**config.mk**
```make
export PLATFORM = sky130hd
export DESIGN_NAME = yjk_to_rgb_converter_top
export DESIGN_NICKNAME = d
export VERILOG_FILES = /design/src/sv/yjk_pkg.sv /design/src/sv/yjk_serializer.sv /design/src/sv/yjk_decode.sv /design/src/sv/yjk_to_rgb_converter_top.sv
export SDC_FILE = /design/constraint.sdc
export NUM_CORES = 1
export LEC_CHECK = 0
export CELL_PAD_IN_SITES_DETAIL_PLACEMENT = 0
export CELL_PAD_IN_SITES_GLOBAL_PLACEMENT = 1
export CORE_MARGIN = 3
export CORE_UTILIZATION = 45
export DETAILED_ROUTE_END_ITERATION = 8
export DONT_BUFFER_PORTS = 1
export GPL_TIMING_DRIVEN = 0
export PLACE_DENSITY = 0.78
export SLEW_MARGIN = 15
export SYNTH_ARGS = -nofsm -noshare
export SYNTH_HDL_FRONTEND = slang
export SYNTH_SLANG_ARGS = --single-unit
export TNS_END_PERCENT = 10
```
**constraint.sdc**
```tcl
create_clock -name clk -period 4.42 [get_ports clk]
set_clock_uncertainty 0.15 [all_clocks]
set_input_delay 1.326 -clock clk [delete_from_list [all_inputs] [get_ports clk]]
set_output_delay 1.326 -clock clk [all_outputs]
set_load 0.02 [all_outputs]
```
**src/sv/yjk_pkg.sv**
```systemverilog
package yjk_pkg;

  localparam int BYTE_W    = 8;
  localparam int LUMA_W    = 5;
  localparam int CHROMA_W  = 6;
  localparam int CHAN_W    = 8;
  localparam int ENTRY_W   = 9;
  localparam int ENTRIES   = 16;
  localparam int PALETTE_W = ENTRY_W * ENTRIES;
  localparam int DATA_W    = 54;
  localparam int INDEX_W   = 2;

  typedef enum logic [INDEX_W-1:0] {
    REG_ATTRIBUTE_MODE = 2'd0,
    REG_PALETTE_LOW    = 2'd1,
    REG_PALETTE_MID    = 2'd2,
    REG_PALETTE_HIGH   = 2'd3
  } yjk_reg_t;

  // One pixel on its way from the group register into the color pipeline.
  typedef struct packed {
    logic [LUMA_W-1:0]          y;
    logic signed [CHROMA_W-1:0] k;
    logic signed [CHROMA_W-1:0] j;
    logic                       last;
  } yjk_pixel_t;

endpackage

```
**src/sv/yjk_serializer.sv**
```systemverilog
module yjk_serializer import yjk_pkg::*; (
  input  logic              clk,
  input  logic              rst,
  input  logic              in_valid,
  output logic              in_stall,
  input  logic [BYTE_W-1:0] pixel_byte_0,
  input  logic [BYTE_W-1:0] pixel_byte_1,
  input  logic [BYTE_W-1:0] pixel_byte_2,
  input  logic [BYTE_W-1:0] pixel_byte_3,
  output logic              pix_valid,
  input  logic              pix_ready,
  output yjk_pixel_t        pix
);

  logic [BYTE_W-1:0]          group_bytes [4];
  logic signed [CHROMA_W-1:0] k;
  logic signed [CHROMA_W-1:0] j;
  logic [1:0]                 count;
  logic                       group_valid;
  logic                       take;
  logic                       take_last;
  logic                       accept;

  assign take      = group_valid && pix_ready;
  assign take_last = take && (count == 2'd3);
  // Take a new group while the last pixel of the current one leaves.
  assign in_stall  = group_valid && !take_last;
  assign accept    = in_valid && !in_stall;

  always_ff @(posedge clk) begin
    if (rst) begin
      group_valid <= 1'b0;
      count       <= 2'd0;
    end else begin
      if (accept) begin
        group_valid <= 1'b1;
      end else if (take_last) begin
        group_valid <= 1'b0;
      end
      // Count wraps to zero on the last pixel, ready for the next group.
      if (take) begin
        count <= count + 2'd1;
      end
    end
  end

  always_ff @(posedge clk) begin
    if (accept) begin
      group_bytes[0] <= pixel_byte_0;
      group_bytes[1] <= pixel_byte_1;
      group_bytes[2] <= pixel_byte_2;
      group_bytes[3] <= pixel_byte_3;
      k <= {pixel_byte_1[2:0], pixel_byte_0[2:0]};
      j <= {pixel_byte_3[2:0], pixel_byte_2[2:0]};
    end
  end

  always_comb begin
    pix_valid = group_valid;
    pix.y     = group_bytes[count][BYTE_W-1:BYTE_W-LUMA_W];
    pix.k     = k;
    pix.j     = j;
    pix.last  = (count == 2'd3);
  end

endmodule

```
**src/sv/yjk_decode.sv**
```systemverilog
module yjk_decode import yjk_pkg::*; (
  input  logic                 clk,
  input  logic                 rst,
  input  logic                 pix_valid,
  output logic                 pix_ready,
  input  yjk_pixel_t           pix,
  input  logic                 attribute_mode,
  input  logic [PALETTE_W-1:0] palette,
  output logic                 out_valid,
  input  logic                 out_stall,
  output logic [CHAN_W-1:0]    red,
  output logic [CHAN_W-1:0]    green,
  output logic [CHAN_W-1:0]    blue,
  output logic                 last_of_group
);

  function automatic logic [LUMA_W-1:0] clamp7(input logic [6:0] v);
    logic [LUMA_W-1:0] r;
    if (v[6]) begin
      r = '0;
    end else if (v[5]) begin
      r = '1;
    end else begin
      r = v[LUMA_W-1:0];
    end
    return r;
  endfunction

  function automatic logic [CHAN_W-1:0] widen5(input logic [LUMA_W-1:0] v);
    return {v, v[4:2]};
  endfunction

  function automatic logic [CHAN_W-1:0] widen3(input logic [2:0] v);
    return {v, v, v[2:1]};
  endfunction

  // Stage 1: sums
  logic              v1;
  logic [6:0]        red_sum;
  logic [6:0]        green_sum;
  logic [8:0]        blue_sum;
  logic              pal1;
  logic [3:0]        idx1;
  logic              last1;
  // Stage 2: clamped channels and palette entry
  logic              v2;
  logic [LUMA_W-1:0] r5;
  logic [LUMA_W-1:0] g5;
  logic [LUMA_W-1:0] b5;
  logic [ENTRY_W-1:0] entry;
  logic              pal2;
  logic              last2;

  logic              ready1;
  logic              ready2;
  logic              ready3;

  logic [6:0]        red_sum_next;
  logic [6:0]        green_sum_next;
  logic [8:0]        blue_sum_next;
  logic [LUMA_W-1:0] b5_next;

  assign ready3    = !out_valid || !out_stall;
  assign ready2    = !v2 || ready3;
  assign ready1    = !v1 || ready2;
  assign pix_ready = ready1;

  always_comb begin
    red_sum_next   = {2'b00, pix.y} + {pix.j[5], pix.j};
    green_sum_next = {2'b00, pix.y} + {pix.k[5], pix.k};
    blue_sum_next  = {2'b00, pix.y, 2'b00} + {4'b0000, pix.y}
                   - {{2{pix.j[5]}}, pix.j, 1'b0}
                   - {{3{pix.k[5]}}, pix.k} + 9'd2;
    // Negative sum truncates toward zero and clamps to zero either way.
    if (blue_sum[8]) begin
      b5_next = '0;
    end else if (blue_sum[7]) begin
      b5_next = '1;
    end else begin
      b5_next = blue_sum[6:2];
    end
  end

  always_ff @(posedge clk) begin
    if (rst) begin
      v1        <= 1'b0;
      v2        <= 1'b0;
      out_valid <= 1'b0;
    end else begin
      if (ready1) v1 <= pix_valid;
      if (ready2) v2 <= v1;
      if (ready3) out_valid <= v2;
    end
  end

  always_ff @(posedge clk) begin
    if (ready1) begin
      red_sum   <= red_sum_next;
      green_sum <= green_sum_next;
      blue_sum  <= blue_sum_next;
      pal1      <= attribute_mode && pix.y[0];
      idx1      <= pix.y[LUMA_W-1:1];
      last1     <= pix.last;
    end
    if (ready2) begin
      r5    <= clamp7(red_sum);
      g5    <= clamp7(green_sum);
      b5    <= b5_next;
      entry <= palette[ENTRY_W*idx1 +: ENTRY_W];
      pal2  <= pal1;
      last2 <= last1;
    end
    if (ready3) begin
      if (pal2) begin
        red   <= widen3(entry[8:6]);
        green <= widen3(entry[5:3]);
        blue  <= widen3(entry[2:0]);
      end else begin
        red   <= widen5(r5);
        green <= widen5(g5);
        blue  <= widen5(b5);
      end
      last_of_group <= last2;
    end
  end

endmodule

```
**src/sv/yjk_to_rgb_converter_top.sv**
```systemverilog
// Color decoder for groups of four luma/chroma pixel bytes.
//
// Input channel: in_valid / in_stall with pixel_byte_0..3, one group per beat.
// Output channel: out_valid / out_stall with red, green, blue and
// last_of_group, one RGB888 pixel per beat; last_of_group marks the fourth.
// Configuration: write_enable, register_index, write_data; a register is
// written at the clock edge with write_enable high. Index 0 is attribute
// mode, 1..3 hold the palette. Write only while the block is idle.
//
// The first pixel of an accepted group passes through the sum, clamp and
// output registers of the decoder. Throughput: one pixel per cycle while
// the receiver does not stall, fed from the four-pixel group register.
// A new group is taken in the cycle its predecessor's last pixel moves on.
//
// Reset clears all valid bits and the configuration registers.
// When the receiver stalls, each pipeline stage holds until the one after
// it frees up; no beat is lost or repeated, and in_stall rises once the
// group register is still busy.
module yjk_to_rgb_converter_top import yjk_pkg::*; (
  input  logic              clk,
  input  logic              rst,
  input  logic              in_valid,
  output logic              in_stall,
  input  logic [BYTE_W-1:0] pixel_byte_0,
  input  logic [BYTE_W-1:0] pixel_byte_1,
  input  logic [BYTE_W-1:0] pixel_byte_2,
  input  logic [BYTE_W-1:0] pixel_byte_3,
  output logic              out_valid,
  input  logic              out_stall,
  output logic [CHAN_W-1:0] red,
  output logic [CHAN_W-1:0] green,
  output logic [CHAN_W-1:0] blue,
  output logic              last_of_group,
  input  logic              write_enable,
  input  logic [INDEX_W-1:0] register_index,
  input  logic [DATA_W-1:0] write_data
);

  logic                 attribute_mode;
  logic [DATA_W-1:0]    palette_low;
  logic [DATA_W-1:0]    palette_mid;
  logic [35:0]          palette_high;
  logic                 pix_valid;
  logic                 pix_ready;
  yjk_pixel_t           pix;

  always_ff @(posedge clk) begin
    if (rst) begin
      attribute_mode <= 1'b0;
      palette_low    <= '0;
      palette_mid    <= '0;
      palette_high   <= '0;
    end else if (write_enable) begin
      unique case (yjk_reg_t'(register_index))
        REG_ATTRIBUTE_MODE: attribute_mode <= write_data[0];
        REG_PALETTE_LOW:    palette_low    <= write_data;
        REG_PALETTE_MID:    palette_mid    <= write_data;
        REG_PALETTE_HIGH:   palette_high   <= write_data[35:0];
        default: ;
      endcase
    end
  end

  yjk_serializer u_serializer (
    .clk          (clk),
    .rst          (rst),
    .in_valid     (in_valid),
    .in_stall     (in_stall),
    .pixel_byte_0 (pixel_byte_0),
    .pixel_byte_1 (pixel_byte_1),
    .pixel_byte_2 (pixel_byte_2),
    .pixel_byte_3 (pixel_byte_3),
    .pix_valid    (pix_valid),
    .pix_ready    (pix_ready),
    .pix          (pix)
  );

  yjk_decode u_decode (
    .clk            (clk),
    .rst            (rst),
    .pix_valid      (pix_valid),
    .pix_ready      (pix_ready),
    .pix            (pix),
    .attribute_mode (attribute_mode),
    .palette        ({palette_high, palette_mid, palette_low}),
    .out_valid      (out_valid),
    .out_stall      (out_stall),
    .red            (red),
    .green          (green),
    .blue           (blue),
    .last_of_group  (last_of_group)
  );

endmodule

```
==> results.txt <==
status: complete, no violations
vias in the first global route: 7,382
Mapped Cells: 1,055
CP Cell Sequence: nand4_1, a21oi_1
FF+latch count, synth: 263
initial core utilization: 46.6%
Setup Buffers After CTS: 0
commonest non-fill, non-tap cells in the layout: nand2_1 (336), a21oi_1 (156), dfxtp_1 (153), edfxtp_1 (110), inv_1 (42)
first-pass GRT wire length: 44,600 µm
Period Utilization, post-route: 90.0%
RSZ-0062 raised after global routing: false
# resized after CTS: 0
gr ovfl total: 0
critical path arrival: 2.50 ns
delay-heaviest family, CP: compound AO/OA/AOI/OAI gates
DR iter-0 viols: 629
Global Route Usage Sum: 22.3%
dpl cell area: 11,600 µm²
post-DP HPWL: 22,100 µm
Mapped Nets: 1,187
clock root cell: clkbuf_16
fill count: 2,164
final hold violation count: 0
slowest cell on the critical path: a21oi_1
CTS tree: yes
RePlAce Congestion: 0.873
Pwr Total: 6.23 mW
PortBufs: 0
CP endpoint kind: primary output
Syn. warnings: 0
TritonCTS Buffers: 28
Power Density: 499 nW/µm²
CP Class: input port to primary output
Slew @ Worst Pin: 1.04 ns
Die X: 163 µm
DIE HEIGHT: 163 µm
Worst slew margin: 30.3%
cts hold-fix bufs: 0
most common cell after layout, fill and taps aside: nand2_1
sequential area share after synthesis: 57.1%
Wirelength per Cell: 20.7 µm
largest net degree at the start of global routing: 33
remaining routing DRC violations: 0
HP Start: u_decode.pal1
Reg-to-Reg End: u_decode.blue_sum[7]
Clk Latency, worst-skew pair: 0.54 ns
IO Count: 120
Tmin final: 3.98 ns
Switch Pwr: 1.64 mW
vias after detailed routing: 7,542
Internal: 4.59 mW
Lkg Pwr: 4.75 nW
Critical Path Fanout Max: 9
crit-path max cell delay: 0.80 ns
Nets: 1,219
Hold Crit Endpoint: u_decode.pal2
Post-synth EDFFs: 110
worst path required time: 2.94 ns
CP Launch Type: input port
Levels on crit path: 2
Non-Filler Instances: 1,428
ANT cells: 0
fraction of layout cells with a size suffix above 1: 9.92%
Main synth FF type: dfxtp_1
ys async rst share: 0%
num rows: 56
initial antenna violation count: 1
# setup viols final: 0
Design Area, Final: 12,500 µm²
max cap viols: 0
r2r worst-path depth: 12
Sw Ratio: 26.3%
Post-Route WL: 29,600 µm
part of the power in the clock network: 36.4%
min-delay worst type: flip-flop to flip-flop
final setup TNS: 0 ns
Mapped Area: 11,100 µm²
Placement Setup Slack: 0.401 ns
dpl cells: 1,376
clock sink count: 263
H-tree depth: 1
clock tree buffer depth: 3
r2r setup slk: 0.45 ns
vias per inst: 5.28
Fmax: 0.251 GHz
final core utilization: 52.3%
sequential cell fraction of total power: 50.4%
Worst Hold Depth: 0
worst setup margin: 0.443 ns
Hold Slack: 0.269 ns
drt first pass iters: 5
synthesis-to-finish area growth: 12.0%
Comb pwr share: 13.2%
VDD IR max: 0.349 mV
Core Footprint: 23,900 µm²
Final ANT Viol Nets: 0
Die Area: 26,700 µm²
Yosys cell types: 36
Pins Over Slew Limit: 0
mean post-synth cell area: 10.6 µm²
clock slew at reported path FFs: 0.06 ns
CP Buf/Inv Count: 0
-- per-layer routing --
metal | GRT usage [%] | vias to the layer above | wire, µm | part of all wire [%]
met5 | 0 | - | 13 | 0.044
met2 | 32.9 | 306 | 12600 | 43
li1 | - | 3666 | - | -
met1 | 32.7 | 3522 | 13300 | 45
met4 | 6.46 | 2 | 806 | 2.7
met3 | 5.40 | 46 | 2890 | 9.8
-- flip-flops by register name, summed over array words and instances, names as in the netlist, 6 cells and up, named ones only --
signal / flops
palette_high: 36
palette_low: 54
palette_mid: 54
u_decode.blue: 8
u_decode.blue_sum: 8
u_decode.entry: 9
u_decode.green: 8
u_decode.green_sum: 6
u_decode.red: 8
u_decode.red_sum: 7
u_serializer.group_bytes: 22
-- power by group through the flow --
stage                     registers (mW)  logic, mW  clock network, mW
after floorplan                     3.14      0.630                  0
after global placement              3.19      0.810                  0
after detailed placement            3.19      0.825                  0
after CTS                           3.14      0.832               2.32
after global routing                3.17      0.941               2.41
final                               3.14      0.823               2.27
-- logic make-up after synthesis --
family | synth area share [%]
simple gates | 14.3
mux | 8.87
flops | 57.1
fa+ha+maj | 5.32
xor+xnor | 1.10
compound gates | 8.98
buf+inv | 4.27
-- final cells by class --
| cell class | instances | area [µm²] | area share (%) |
|---|---|---|---|
| inverters | 42 | 158 | 1.26 |
| clock inverters | 8 | 41.3 | 0.331 |
| clock buffers | 44 | 866 | 6.93 |
| plain buffers | 61 | 318 | 2.55 |
| well taps | 319 | 399 | 3.20 |
| flip-flops and latches | 263 | 6370 | 51.0 |
| multi-input cells | 689 | 4320 | 34.6 |
| repair buffers | 2 | 22.5 | 0.180 |
-- worst max-delay path by stage --
stage,from,end
global placement,out_stall,in_stall
global route,flip-flop,u_decode.blue_sum[7]
CTS,flip-flop,u_decode.blue_sum[7]
floorplan,out_stall,in_stall
finish,out_stall,in_stall
detailed placement,flip-flop,u_decode.blue_sum[7]
-- Yosys cell counts, types with 2 or more instances --
cell type	number	share of area, %
nand2_1	336	11
and2_1	2	0.11
mux4_1	14	3.3
a22oi_1	18	1.2
dfxtp_1	153	27
nand3_1	3	0.13
nor2_1	41	1.4
xor2_1	5	0.39
fa_1	14	2.5
xnor2_1	9	0.71
mux4_2	26	5.3
a211oi_1	2	0.13
o21ai_0	8	0.36
a21oi_1	156	7.0
o211ai_1	3	0.20
nor2b_1	7	0.39
buf_4	2	0.13
edfxtp_1	110	30
nand2b_1	9	0.51
clkbuf_1	28	0.94
or2_2	2	0.11
ha_1	25	2.8
buf_2	25	1.1
buf_6	4	0.40
inv_1	42	1.4
Power figures use the tool's default switching activity.
